File: config.mk
export PLATFORM = sky130hd
export DESIGN_NAME = slip_rx_deframer_with_modem_replies_flat
export DESIGN_NICKNAME = d
export VERILOG_FILES = /design/src/rtl/slrx_pkg.sv /design/src/rtl/slrx_in_if.sv /design/src/rtl/slrx_out_if.sv /design/src/rtl/slrx_front.sv /design/src/rtl/slrx_queue.sv /design/src/rtl/slrx_back.sv /design/src/rtl/slrx_rx_deframer_with_modem_replies.sv /design/src/flat_wrapper.sv
export SDC_FILE = /design/constraint.sdc
export NUM_CORES = 1
export LEC_CHECK = 0
export BUFFER_PORTS_ARGS = -buffer_cell sky130_fd_sc_hd__buf_2
export CAP_MARGIN = 20
export CORE_ASPECT_RATIO = 0.5
export CORE_UTILIZATION = 35
export DETAILED_ROUTE_END_ITERATION = 16
export GPL_TIMING_DRIVEN = 0
export SLEW_MARGIN = 25
export SYNTH_ARGS = -nofsm -noshare
export SYNTH_HDL_FRONTEND = slang
export SYNTH_SLANG_ARGS = --single-unit
File: constraint.sdc
create_clock -name clk -period 10.2 [get_ports clk]
set_clock_uncertainty 0.1 [all_clocks]
set_input_delay 1.02 -clock clk [delete_from_list [all_inputs] [get_ports clk]]
set_output_delay 1.02 -clock clk [all_outputs]
set_load 0.01 [all_outputs]
File: src/rtl/slrx_pkg.sv
// slrx_pkg: shared constants, types and the reply table of the slip receive deframer
// used by the front, queue, back and top rtl files of the block; depends on nothing
`default_nettype none

package slrx_pkg;

	localparam int MAX_FRAME_BYTES  = 1024;
	localparam int COMMAND_CAPACITY = 40;

	localparam int COUNT_W     = 11;
	localparam int CMD_LEN_W   = 6;
	localparam int QUEUE_DEPTH = 4;
	localparam int QPTR_W      = $clog2(QUEUE_DEPTH);
	localparam int QCNT_W      = QPTR_W + 1;

	localparam int OK_LEN      = 4;
	localparam int REPLY_LEN   = 13;
	localparam int REPLY_IDX_W = 4;

	localparam logic [7:0] CODE_END     = 8'hC0;
	localparam logic [7:0] CODE_ESC     = 8'hDB;
	localparam logic [7:0] CODE_ESC_END = 8'hDC;
	localparam logic [7:0] CODE_ESC_ESC = 8'hDD;
	localparam logic [7:0] CHAR_A       = 8'h41;
	localparam logic [7:0] CHAR_PLUS    = 8'h2B;
	localparam logic [7:0] CHAR_D       = 8'h44;
	localparam logic [7:0] CHAR_CR      = 8'h0D;

	typedef enum logic [1:0] {
		KIND_BYTE  = 2'd0,
		KIND_END   = 2'd1,
		KIND_REPLY = 2'd2
	} kind_t;

	typedef enum logic [1:0] {
		OP_BYTE    = 2'd0,
		OP_END     = 2'd1,
		OP_OK      = 2'd2,
		OP_CONNECT = 2'd3
	} op_t;

	typedef struct packed {
		op_t                op;
		logic [7:0]         value;
		logic [COUNT_W-1:0] count;
	} entry_t;

	// "OK\r\n" followed by "CONNECT\r\n"
	function automatic logic [7:0] reply_char(input logic [REPLY_IDX_W-1:0] idx);
		logic [7:0] c;
		case (idx)
			4'd0:    c = 8'h4F;
			4'd1:    c = 8'h4B;
			4'd2:    c = 8'h0D;
			4'd3:    c = 8'h0A;
			4'd4:    c = 8'h43;
			4'd5:    c = 8'h4F;
			4'd6:    c = 8'h4E;
			4'd7:    c = 8'h4E;
			4'd8:    c = 8'h45;
			4'd9:    c = 8'h43;
			4'd10:   c = 8'h54;
			4'd11:   c = 8'h0D;
			4'd12:   c = 8'h0A;
			default: c = 8'h00;
		endcase
		return c;
	endfunction

endpackage

`default_nettype wire

File: src/rtl/slrx_in_if.sv
// slrx_in_if: valid/ready channel carrying one received serial byte per beat
// no dependencies
`default_nettype none

interface slrx_in_if;
	logic       valid;
	logic       ready;
	logic [7:0] rx_byte;

	modport source (output valid, output rx_byte, input ready);
	modport sink (input valid, input rx_byte, output ready);
endinterface

`default_nettype wire

File: src/rtl/slrx_out_if.sv
// slrx_out_if: valid/ready channel carrying one deframer result per beat
// no dependencies
`default_nettype none

interface slrx_out_if;
	logic        valid;
	logic        ready;
	logic [1:0]  kind;
	logic [7:0]  value;
	logic [10:0] count;
	logic        last;

	modport source (output valid, output kind, output value, output count, output last,
		input ready);
	modport sink (input valid, input kind, input value, input count, input last,
		output ready);
endinterface

`default_nettype wire

File: src/rtl/slrx_front.sv
// slrx_front: unescapes bytes, tracks frame and modem command state, emits queue entries
// depends on slrx_pkg and slrx_in_if
`default_nettype none

module slrx_front (
	input  wire logic      clk,
	input  wire logic      arst_n,
	slrx_in_if.sink        rx,
	input  wire logic      push_ready,
	output logic           push_valid,
	output slrx_pkg::entry_t push_entry
);

	logic                             escape_q;
	logic [slrx_pkg::COUNT_W-1:0]     frame_len_q;
	logic                             modem_q;
	logic [slrx_pkg::CMD_LEN_W-1:0]   cmd_len_q;
	logic [7:0]                       first_q;
	logic [7:0]                       third_q;

	logic                             escape_d;
	logic [slrx_pkg::COUNT_W-1:0]     frame_len_d;
	logic                             modem_d;
	logic [slrx_pkg::CMD_LEN_W-1:0]   cmd_len_d;
	logic [7:0]                       first_d;
	logic [7:0]                       third_d;

	logic                             accept;
	logic                             have;
	logic                             modem_eff;
	logic                             answer;
	logic [7:0]                       w;
	logic                             emit;
	slrx_pkg::entry_t                 entry;

	assign rx.ready = push_ready;
	assign accept   = rx.valid && push_ready;

	always_comb begin
		escape_d    = escape_q;
		frame_len_d = frame_len_q;
		modem_d     = modem_q;
		cmd_len_d   = cmd_len_q;
		first_d     = first_q;
		third_d     = third_q;
		w           = rx.rx_byte;
		have        = 1'b1;
		emit        = 1'b0;
		answer      = 1'b0;
		modem_eff   = modem_q;
		entry.op    = slrx_pkg::OP_BYTE;
		entry.value = 8'h00;
		entry.count = '0;

		if (escape_q) begin
			escape_d = 1'b0;
			if (rx.rx_byte == slrx_pkg::CODE_ESC_END) begin
				w = slrx_pkg::CODE_END;
			end else if (rx.rx_byte == slrx_pkg::CODE_ESC_ESC) begin
				w = slrx_pkg::CODE_ESC;
			end
		end else if (rx.rx_byte == slrx_pkg::CODE_ESC) begin
			escape_d = 1'b1;
			have     = 1'b0;
		end else if (rx.rx_byte == slrx_pkg::CODE_END) begin
			have = 1'b0;
			if (frame_len_q != '0) begin
				emit        = 1'b1;
				entry.op    = slrx_pkg::OP_END;
				entry.count = frame_len_q;
			end
			frame_len_d = '0;
			modem_d     = 1'b0;
		end

		if (have && frame_len_q == '0 && !modem_q) begin
			modem_eff = (w == slrx_pkg::CHAR_A) || (w == slrx_pkg::CHAR_PLUS);
			modem_d   = modem_eff;
		end

		if (have && modem_eff) begin
			answer = (w == slrx_pkg::CHAR_CR) ||
				(cmd_len_q == slrx_pkg::CMD_LEN_W'(3) && first_q == slrx_pkg::CHAR_PLUS);
			if (answer) begin
				emit = 1'b1;
				if (cmd_len_q >= slrx_pkg::CMD_LEN_W'(3) && third_q == slrx_pkg::CHAR_D) begin
					entry.op = slrx_pkg::OP_CONNECT;
				end else begin
					entry.op = slrx_pkg::OP_OK;
				end
				cmd_len_d = '0;
				first_d   = 8'h00;
				third_d   = 8'h00;
			end else if (cmd_len_q < slrx_pkg::CMD_LEN_W'(slrx_pkg::COMMAND_CAPACITY)) begin
				if (cmd_len_q == '0) begin
					first_d = w;
				end else if (cmd_len_q == slrx_pkg::CMD_LEN_W'(2)) begin
					third_d = w;
				end
				cmd_len_d = cmd_len_q + slrx_pkg::CMD_LEN_W'(1);
			end
		end else if (have && frame_len_q < slrx_pkg::COUNT_W'(slrx_pkg::MAX_FRAME_BYTES)) begin
			emit        = 1'b1;
			entry.op    = slrx_pkg::OP_BYTE;
			entry.value = w;
			entry.count = frame_len_q;
			frame_len_d = frame_len_q + slrx_pkg::COUNT_W'(1);
		end
	end

	assign push_valid = accept && emit;
	assign push_entry = entry;

	always_ff @(posedge clk or negedge arst_n) begin
		if (!arst_n) begin
			escape_q    <= 1'b0;
			frame_len_q <= '0;
			modem_q     <= 1'b0;
			cmd_len_q   <= '0;
			first_q     <= 8'h00;
			third_q     <= 8'h00;
		end else if (accept) begin
			escape_q    <= escape_d;
			frame_len_q <= frame_len_d;
			modem_q     <= modem_d;
			cmd_len_q   <= cmd_len_d;
			first_q     <= first_d;
			third_q     <= third_d;
		end
	end

endmodule

`default_nettype wire

File: src/rtl/slrx_queue.sv
// slrx_queue: small first-in first-out queue of entries between front and back
// depends on slrx_pkg
`default_nettype none

module slrx_queue (
	input  wire logic             clk,
	input  wire logic             arst_n,
	input  wire logic             push_valid,
	input  wire slrx_pkg::entry_t push_entry,
	output logic                  push_ready,
	output logic                  head_valid,
	output slrx_pkg::entry_t      head_entry,
	input  wire logic             pop
);

	slrx_pkg::entry_t               mem_q [slrx_pkg::QUEUE_DEPTH];
	logic [slrx_pkg::QPTR_W-1:0]    wr_ptr_q;
	logic [slrx_pkg::QPTR_W-1:0]    rd_ptr_q;
	logic [slrx_pkg::QCNT_W-1:0]    fill_q;
	logic                           do_push;
	logic                           do_pop;

	assign push_ready = fill_q != slrx_pkg::QCNT_W'(slrx_pkg::QUEUE_DEPTH);
	assign head_valid = fill_q != '0;
	assign head_entry = mem_q[rd_ptr_q];
	assign do_push    = push_valid && push_ready;
	assign do_pop     = pop && head_valid;

	always_ff @(posedge clk) begin
		if (do_push) begin
			mem_q[wr_ptr_q] <= push_entry;
		end
	end

	always_ff @(posedge clk or negedge arst_n) begin
		if (!arst_n) begin
			wr_ptr_q <= '0;
			rd_ptr_q <= '0;
			fill_q   <= '0;
		end else begin
			if (do_push) begin
				wr_ptr_q <= wr_ptr_q + slrx_pkg::QPTR_W'(1);
			end
			if (do_pop) begin
				rd_ptr_q <= rd_ptr_q + slrx_pkg::QPTR_W'(1);
			end
			if (do_push && !do_pop) begin
				fill_q <= fill_q + slrx_pkg::QCNT_W'(1);
			end else if (do_pop && !do_push) begin
				fill_q <= fill_q - slrx_pkg::QCNT_W'(1);
			end
		end
	end

endmodule

`default_nettype wire

File: src/rtl/slrx_back.sv
// slrx_back: expands queue entries into result beats, spelling out modem replies
// depends on slrx_pkg and slrx_out_if
`default_nettype none

module slrx_back (
	input  wire logic             clk,
	input  wire logic             arst_n,
	input  wire logic             head_valid,
	input  wire slrx_pkg::entry_t head_entry,
	output logic                  pop,
	slrx_out_if.source            tx
);

	logic [slrx_pkg::REPLY_IDX_W-1:0] idx_q;
	logic                             valid_q;
	slrx_pkg::kind_t                  kind_q;
	logic [7:0]                       value_q;
	logic [slrx_pkg::COUNT_W-1:0]     count_q;
	logic                             last_q;

	logic                             load;
	logic                             final_beat;
	slrx_pkg::kind_t                  kind_d;
	logic [7:0]                       value_d;
	logic [slrx_pkg::COUNT_W-1:0]     count_d;

	assign load = head_valid && (!valid_q || tx.ready);
	assign pop  = load && final_beat;

	always_comb begin
		final_beat = 1'b1;
		kind_d     = slrx_pkg::KIND_REPLY;
		value_d    = slrx_pkg::reply_char(idx_q);
		count_d    = '0;
		case (head_entry.op)
			slrx_pkg::OP_BYTE: begin
				kind_d  = slrx_pkg::KIND_BYTE;
				value_d = head_entry.value;
				count_d = head_entry.count;
			end
			slrx_pkg::OP_END: begin
				kind_d  = slrx_pkg::KIND_END;
				value_d = 8'h00;
				count_d = head_entry.count;
			end
			slrx_pkg::OP_OK: begin
				final_beat = idx_q == slrx_pkg::REPLY_IDX_W'(slrx_pkg::OK_LEN - 1);
			end
			slrx_pkg::OP_CONNECT: begin
				final_beat = idx_q == slrx_pkg::REPLY_IDX_W'(slrx_pkg::REPLY_LEN - 1);
			end
			default: begin
				final_beat = 1'b1;
			end
		endcase
	end

	always_ff @(posedge clk or negedge arst_n) begin
		if (!arst_n) begin
			valid_q <= 1'b0;
			idx_q   <= '0;
		end else begin
			if (load) begin
				valid_q <= 1'b1;
				idx_q   <= final_beat ? '0 : idx_q + slrx_pkg::REPLY_IDX_W'(1);
			end else if (tx.ready) begin
				valid_q <= 1'b0;
			end
		end
	end

	always_ff @(posedge clk) begin
		if (load) begin
			kind_q  <= kind_d;
			value_q <= value_d;
			count_q <= count_d;
			last_q  <= final_beat;
		end
	end

	assign tx.valid = valid_q;
	assign tx.kind  = kind_q;
	assign tx.value = value_q;
	assign tx.count = count_q;
	assign tx.last  = last_q;

endmodule

`default_nettype wire

File: src/rtl/slrx_rx_deframer_with_modem_replies.sv
// slip_rx_deframer_with_modem_replies: top level joining front, queue and back
// depends on slrx_pkg, slrx_in_if, slrx_out_if, slrx_front, slrx_queue, slrx_back
`default_nettype none

// Undoes SLIP framing on a stream of received bytes and answers modem commands.
// A byte is taken on every cycle while the four-entry queue between the front
// and the back has room; each byte causes at most one queue entry. The back
// sends one result beat per cycle while tx is ready, from a registered output
// stage: a data byte or end of frame is one beat, an OK reply four beats and an
// OK plus CONNECT reply thirteen beats, so long replies drain one character per
// cycle and hold the input off only once the queue has filled behind them.
module slip_rx_deframer_with_modem_replies (
	input  wire logic clk,
	input  wire logic arst_n,
	slrx_in_if.sink   rx,
	slrx_out_if.source tx
);

	logic             push_valid;
	logic             push_ready;
	slrx_pkg::entry_t push_entry;
	logic             head_valid;
	slrx_pkg::entry_t head_entry;
	logic             pop;

	slrx_front u_front (
		.clk        (clk),
		.arst_n     (arst_n),
		.rx         (rx),
		.push_ready (push_ready),
		.push_valid (push_valid),
		.push_entry (push_entry)
	);

	slrx_queue u_queue (
		.clk        (clk),
		.arst_n     (arst_n),
		.push_valid (push_valid),
		.push_entry (push_entry),
		.push_ready (push_ready),
		.head_valid (head_valid),
		.head_entry (head_entry),
		.pop        (pop)
	);

	slrx_back u_back (
		.clk        (clk),
		.arst_n     (arst_n),
		.head_valid (head_valid),
		.head_entry (head_entry),
		.pop        (pop),
		.tx         (tx)
	);

endmodule

`default_nettype wire
File: src/flat_wrapper.sv
// flat-port wrapper written by rule: the top's interface ports become plain ports
module slip_rx_deframer_with_modem_replies_flat 
  (clk, arst_n, rx_valid, rx_rx_byte, rx_ready, tx_valid, tx_kind, tx_value, tx_count, tx_last, tx_ready);
  slrx_in_if rx_i ();
  slrx_out_if tx_i ();
  input  wire logic clk;
  input  wire logic arst_n;
  input wire logic [$bits(rx_i.valid)-1:0] rx_valid;
  input wire logic [$bits(rx_i.rx_byte)-1:0] rx_rx_byte;
  output wire logic [$bits(rx_i.ready)-1:0] rx_ready;
  output wire logic [$bits(tx_i.valid)-1:0] tx_valid;
  output wire logic [$bits(tx_i.kind)-1:0] tx_kind;
  output wire logic [$bits(tx_i.value)-1:0] tx_value;
  output wire logic [$bits(tx_i.count)-1:0] tx_count;
  output wire logic [$bits(tx_i.last)-1:0] tx_last;
  input wire logic [$bits(tx_i.ready)-1:0] tx_ready;
  assign rx_i.valid = rx_valid;
  assign rx_i.rx_byte = rx_rx_byte;
  assign rx_ready = rx_i.ready;
  assign tx_valid = tx_i.valid;
  assign tx_kind = tx_i.kind;
  assign tx_value = tx_i.value;
  assign tx_count = tx_i.count;
  assign tx_last = tx_i.last;
  assign tx_i.ready = tx_ready;
  slip_rx_deframer_with_modem_replies u_core (.clk(clk), .arst_n(arst_n), .rx(rx_i), .tx(tx_i));
endmodule
* After elaboration in Yosys (flattened, before gate mapping)
Memory sizes are Yosys's and may differ from the RTL's. Index checks and enable logic that the tools add are counted.
Storage, ports and cells: word-level logic and storage cells 141, output and inout port bits 24, input port bits 12, memories kept 2, ROM bits 96, flip-flop bits (word level) 69, bits in writable memories 84
Operators by class: reduce and logical (&&, ||, !) cells 37, muxes and demuxes 57, equal/unequal tests 20, add/sub/neg operators 7, magnitude comparators 3
Memory list:
- (no name shown) | words 16, width 6, rd ports 1, clocked after memory_dff 0, write ports 0, line slrx_pkg.sv:51 | case (idx)
- u_core.u_queue.mem_q | words 4, width 21, rd ports 1, clocked after memory_dff 0, write ports 1, line slrx_queue.sv:16 | slrx_pkg::entry_t mem_q [slrx_pkg::QUEUE_DEPTH];
Operators by type and width (count):
- $mux 11 | 9
- $mux 8 | 10
- $eq 8x8->1 const B | 4
- $mux 1 | 26
- $mux 21 | 1
- $mux 19 | 1
- $eq 8x6->1 const B | 2
- $eq 8x7->1 const B | 2
- $pmux 8 s2 | 1
- $logic_and 1x1->1 | 14
- $eq 6x2->1 const B | 2
- $mux 6 | 2
- $reduce_bool 2->1 | 6
- $add 11x1->11 const B | 1
- $logic_not 11->1 | 1
- $lt 11x11->1 const B | 1
- $reduce_bool 11->1 | 1
- $eq 8x4->1 const B | 1
- $reduce_and 4->1 | 2
- $add 6x1->6 const B | 1
- $ge 6x2->1 const B | 1
- $logic_not 6->1 | 1
- $lt 6x6->1 const B | 1
- $mux 3 | 2
- other kinds (22) | 31

* Longest topological paths before layout
depth in word-level cells 15, mapped depth 13, depth with buffers taken out 13

* Modules after synthesis
A second synthesis with hierarchy kept.
Unflattened totals: cells, all modules 495, area, all modules 7036.7 um2
Modules (own cells, without submodules):
- slrx_queue | times used 1, sequential area each 2697.6 um2, area an instance 3479.6 um2, cells an instance 145
- slrx_front | times used 1, sequential area each 875.8 um2, area an instance 2263.4 um2, cells an instance 246
- slrx_back | times used 1, sequential area each 785.8 um2, area an instance 1293.7 um2, cells an instance 104

* Worst setup path before layout
No wires, ideal clock.
path type input -> register, from input rx_rx_byte[0], to register u_core.u_queue.fill_q[2] in the netlist's numbering, arrival time 3669 ps, required time 10021 ps, setup slack 6352 ps, cell stages on the path 12, buffers on the path 1, setup time 79 ps, cell sequence clkbuf_1 -> or4_1 -> nor3_1 -> a21o_1 -> nand3_1 -> a21oi_2 -> ha_1 -> inv_1 -> fa_1 -> xor2_1 -> nor2_1 -> xor2_1
Between the ends: cells in the longest elaborated chain, start to end 14, elaborated cells on any way between the ends 33, those cells by class eq/ne: 7; mux: 14; reduce/logical: 12
Ends and longest elaborated chain:
- start, declared | line flat_wrapper.sv:9 | input wire logic [$bits(rx_i.rx_byte)-1:0] rx_rx_byte;
- $eq 8x8->1 (on tied branches) | line slrx_front.sv:59, slrx_front.sv:65
- $mux 8 / $mux 1 (equally long branches) | line slrx_front.sv:59, slrx_front.sv:65
- $mux 8 / $mux 1 (equally long branches) | line slrx_front.sv:57, slrx_front.sv:62
- $mux 8 / $mux 1 (equally long branches) | line slrx_front.sv:55 | if (escape_q) begin
- $eq 8x7->1, or another cell as far along | line slrx_front.sv:77 | modem_eff = (w == slrx_pkg::CHAR_A) || (w == slrx_pkg::CHAR_PLUS);
- $logic_or 1x1->1 / $logic_and 1x1->1 (equally long branches) | line slrx_front.sv:77, slrx_front.sv:76
- $mux 1 | line slrx_front.sv:76 | if (have && frame_len_q == '0 && !modem_q) begin
- $logic_and 1x1->1 | line slrx_front.sv:81 | if (have && modem_eff) begin
- $mux 1 (*) | line slrx_front.sv:81
- $logic_and 1x1->1 (*) | line slrx_front.sv:111 | assign push_valid = accept && emit;
- $logic_and 1x1->1 (*) | line slrx_queue.sv:26 | assign do_push = push_valid && push_ready;
- named net u_core.u_queue.do_push | line slrx_queue.sv:20 | logic do_push;
- $logic_not 1->1 | line slrx_queue.sv:49 | end else if (do_pop && !do_push) begin
- $logic_and 1x1->1 | line slrx_queue.sv:49
- $reduce_bool 2->1 (no line)
- end signal, assigned | line slrx_queue.sv:48 | fill_q <= fill_q + slrx_pkg::QCNT_W'(1);
- end signal, assigned | line slrx_queue.sv:50 | fill_q <= fill_q - slrx_pkg::QCNT_W'(1);
- end, declared | line slrx_queue.sv:19 | logic [slrx_pkg::QCNT_W-1:0] fill_q;
The timed path passes the listed nets; every way through them passes the cells marked *. A chain may end at the register's enable or synchronous reset.

* Final worst setup path
Same ends and word-level chain as after synthesis.

==> flow_summary.ini <==
[sta]
hold_viol = 0
max_freq_mhz = 254
post-route-period-util = 0.385
finalSetupViolCount = 0
worst_slew_pin_slew_ns = 0.944
relSlewSlack = 0.361
tns_ns = 0
finalCriticalPeriod_ns = 3.93
slew_violations = 0
rsz0062_at_grt = false

[synth]
ys_top_cells_by_area = edfxtp_1 (46%), dfrtp_1 (17%), mux4_2 (6.8%), mux2_4 (3.5%), ha_1 (2.9%)
synthArstFlopShare = 0.307
synth_commonest_cells = edfxtp_1 (106), dfrtp_1 (47), inv_1 (24), nor2_1 (24), mux4_2 (21)
ys_seq_area_frac = 0.628
syn_avg_cell_area_um2 = 14.4
synth-main-ff-cell = edfxtp_1
synth_cell_types = 60
netlist.area_leader.share = 0.459
yosysMostFrequentCell = edfxtp_1
syn-cell-area_mm2 = 0.00694
ys_warn_count = 0
ys_ff_latch = 153
yosysTopAreaCell = edfxtp_1
synthesis.nets = 510
synth_edf_count = 106
syn_inst = 481

[global_route]
grt_pass1_wl_um = 21700
grt.met1_usage = 0.202
track_usage = 0.141
grt_pass1_vias = 3851
grtUsageMet2 = 0.203
grt_use_met3 = 0.0460
overflow = 0
antenna_found_initial = 4
busiest_layer = met2
grt_max_degree = 48

[clocking]
clkLatencyLatePin_ns = 0.42
cts_buffer_depth = 2
cts_sinks = 153
post_cts_buffers = 0
cts_max_level = 4
cts_inserted_buffers = 17
clk_pin_slew_ns = 0.07
postCtsHoldBufs = 0
clockRootBuffer = clkbuf_16
cts_tree = done
cts_resized = 0

[detailed_routing]
vias = 4008
wirelength_um = 13700
wl_per_cell_um = 16.9
drt_iter0_markers = 264
drtPass1Iterations = 4
postRouteAntennaNets = 0
via_per_inst = 4.95
drcViolationCount = 0

[power_and_ir_drop]
peakVddDrop_v = 0.000108
power_density_mw_per_mm2 = 285
finalPower_mw = 2.30
leakagePower_nw = 3.09

[setup_path]
crit_buf_inv = 2
crit_required_ns = 10.44
crit_path_max_incr_delay_ns = 0.61
cp.arrival_ns = 4.18
path_common_cell = xor2_1
crit_chain = clkbuf_1, or4_1, nor3_1, a21o_1, nand3_1, a21oi_2, ha_1, inv_1, fa_1, xor2_1, nor2_1, xor2_1
cpMaxStageDelayCell = or4_1
cp-startpoint = rx_rx_byte[0]
path_max_fanout = 10
crit_path_end_kind = register
startpoint_type = input port
crit_family = simple AND/OR/NAND/NOR gates
critical_path_class = in -> reg
timing.rr.start = u_core.u_front.cmd_len_q[3]$_DFFE_PN0P_

[placement]
dp_hpwl_um = 9350
gp_congestion = 0.823
numPortBuffers = 34
post-place-cells = 774

[floorplan]
die_x_um = 201
io_pins = 36
core_mm2 = 0.0189
start_util = 0.367
die_height_um = 102
rows = 35
fp.dieArea_mm2 = 0.0204

[job]
cap_violations = 0

[layout]
num-nets-final = 563
n_fill_cell = 1735
post-route-util = 0.426
stdcell_count = 809
syn2layout_area_growth_pct = 16.2
drive_gt1_frac = 0.227

[hold_path]
worstHoldStart = u_core.u_back.tx.valid$_DFFE_PN0P_
hold_class = reg -> reg

[outcome]
status = finished, final reports clean
## final timing paths
check                                                                  end  slack [ns]  cells past startpoint
worst max-delay path                  u_core.u_queue.fill_q[2]$_DFFE_PN0P_        6.27                     12
worst min-delay path                    u_core.u_back.tx.valid$_DFFE_PN0P_        0.40                      2
max in group asynchronous       u_core.u_front.frame_len_q[10]$_DFFE_PN0P_        9.05                      1
min in group asynchronous               u_core.u_back.idx_q[3]$_DFFE_PN0P_        0.51                      1
worst max register to register        u_core.u_queue.fill_q[2]$_DFFE_PN0P_        6.47                     11
worst min register to register          u_core.u_back.tx.valid$_DFFE_PN0P_        0.40                      2
## cells in the final DEF, fill, tap and decap left out, types with 4 or more instances in the layout
master / count
nor2b_1: 19
clkbuf_16: 17
buf_2: 33
inv_1: 24
dfrtp_1: 47
ha_1: 16
mux2_4: 16
a21o_1: 5
and2_2: 4
a21oi_1: 10
nand2_1: 18
and3_1: 12
clkinvlp_4: 4
edfxtp_1: 106
nand3_1: 16
o21ai_0: 18
nor3_1: 14
and2_1: 16
or4_1: 5
xnor2_1: 6
o2bb2ai_1: 6
clkbuf_1: 9
nor2_1: 24
mux4_2: 21
## worst min-delay path: stages (launching register included)
cell and delay, ns:
dfrtp_1 0.36, nand2_1 0.06, nand2_1 0.04
## registers in the layout, indices dropped and copies added, names as in the netlist, 2 cells and up
signal / flops
u_core.u_back.tx.value: 8
u_core.u_queue.mem_q: 84
u_core.u_front.third_q: 8
u_core.u_front.cmd_len_q: 6
u_core.u_queue.rd_ptr_q: 2
u_core.u_queue.wr_ptr_q: 2
u_core.u_front.first_q: 8
u_core.u_back.idx_q: 4
u_core.u_queue.fill_q: 3
u_core.u_front.frame_len_q: 11
u_core.u_back.tx.count: 11
u_core.u_back.tx.kind: 2
## layer usage
layer	wire length, µm	part of all wire	vias to the layer above
li1	-	-	1936
met1	6940	0.51	1981
met2	5760	0.42	73
met3	815	0.060	16
met4	125	0.0092	2
met5	8	0.00059	-
## per-stage QoR
step	cell area [µm²]	setup WS [ns]	hold slack (ns)
floorplan	6940	6.35	0.357
global placement	7430	5.63	0.367
detailed placement	7440	5.85	0.389
CTS	8060	6.28	0.401
global route	8060	6.04	0.420
finish	8070	6.27	0.398
## cell type report
type                       instances  area (µm²)  area share
sequential                       153        4360       0.540
buffer                            14        61.3     0.00760
clock buffer                      17         425      0.0527
timing repair buffer              34         173      0.0214
antenna                            3        7.51    0.000931
inverter                          25        93.8      0.0116
clock inverter                    15         189      0.0234
tap                              259         324      0.0402
multi-input combinational        289        2430       0.302
## kinds of logic (layout without fill, tap and decap cells)
family / Yosys count / after routing / share of synthesized area
compound gates: 68 / 68 / 0.0719
xor+xnor: 9 / 9 / 0.0114
fa+ha+maj: 17 / 17 / 0.0317
buf+inv: 39 / 105 / 0.0222
flops: 153 / 153 / 0.628
mux: 41 / 41 / 0.109
other cells: 0 / 3 / 0
simple gates: 154 / 154 / 0.125
## power breakdown
group          internal [mW]  switching [mW]  total [mW]
clock                  0.390           0.265       0.655
sequential             0.894          0.0762       0.970
combinational          0.278           0.399       0.677
No activity file was read; power rests on OpenSTA's default activity.
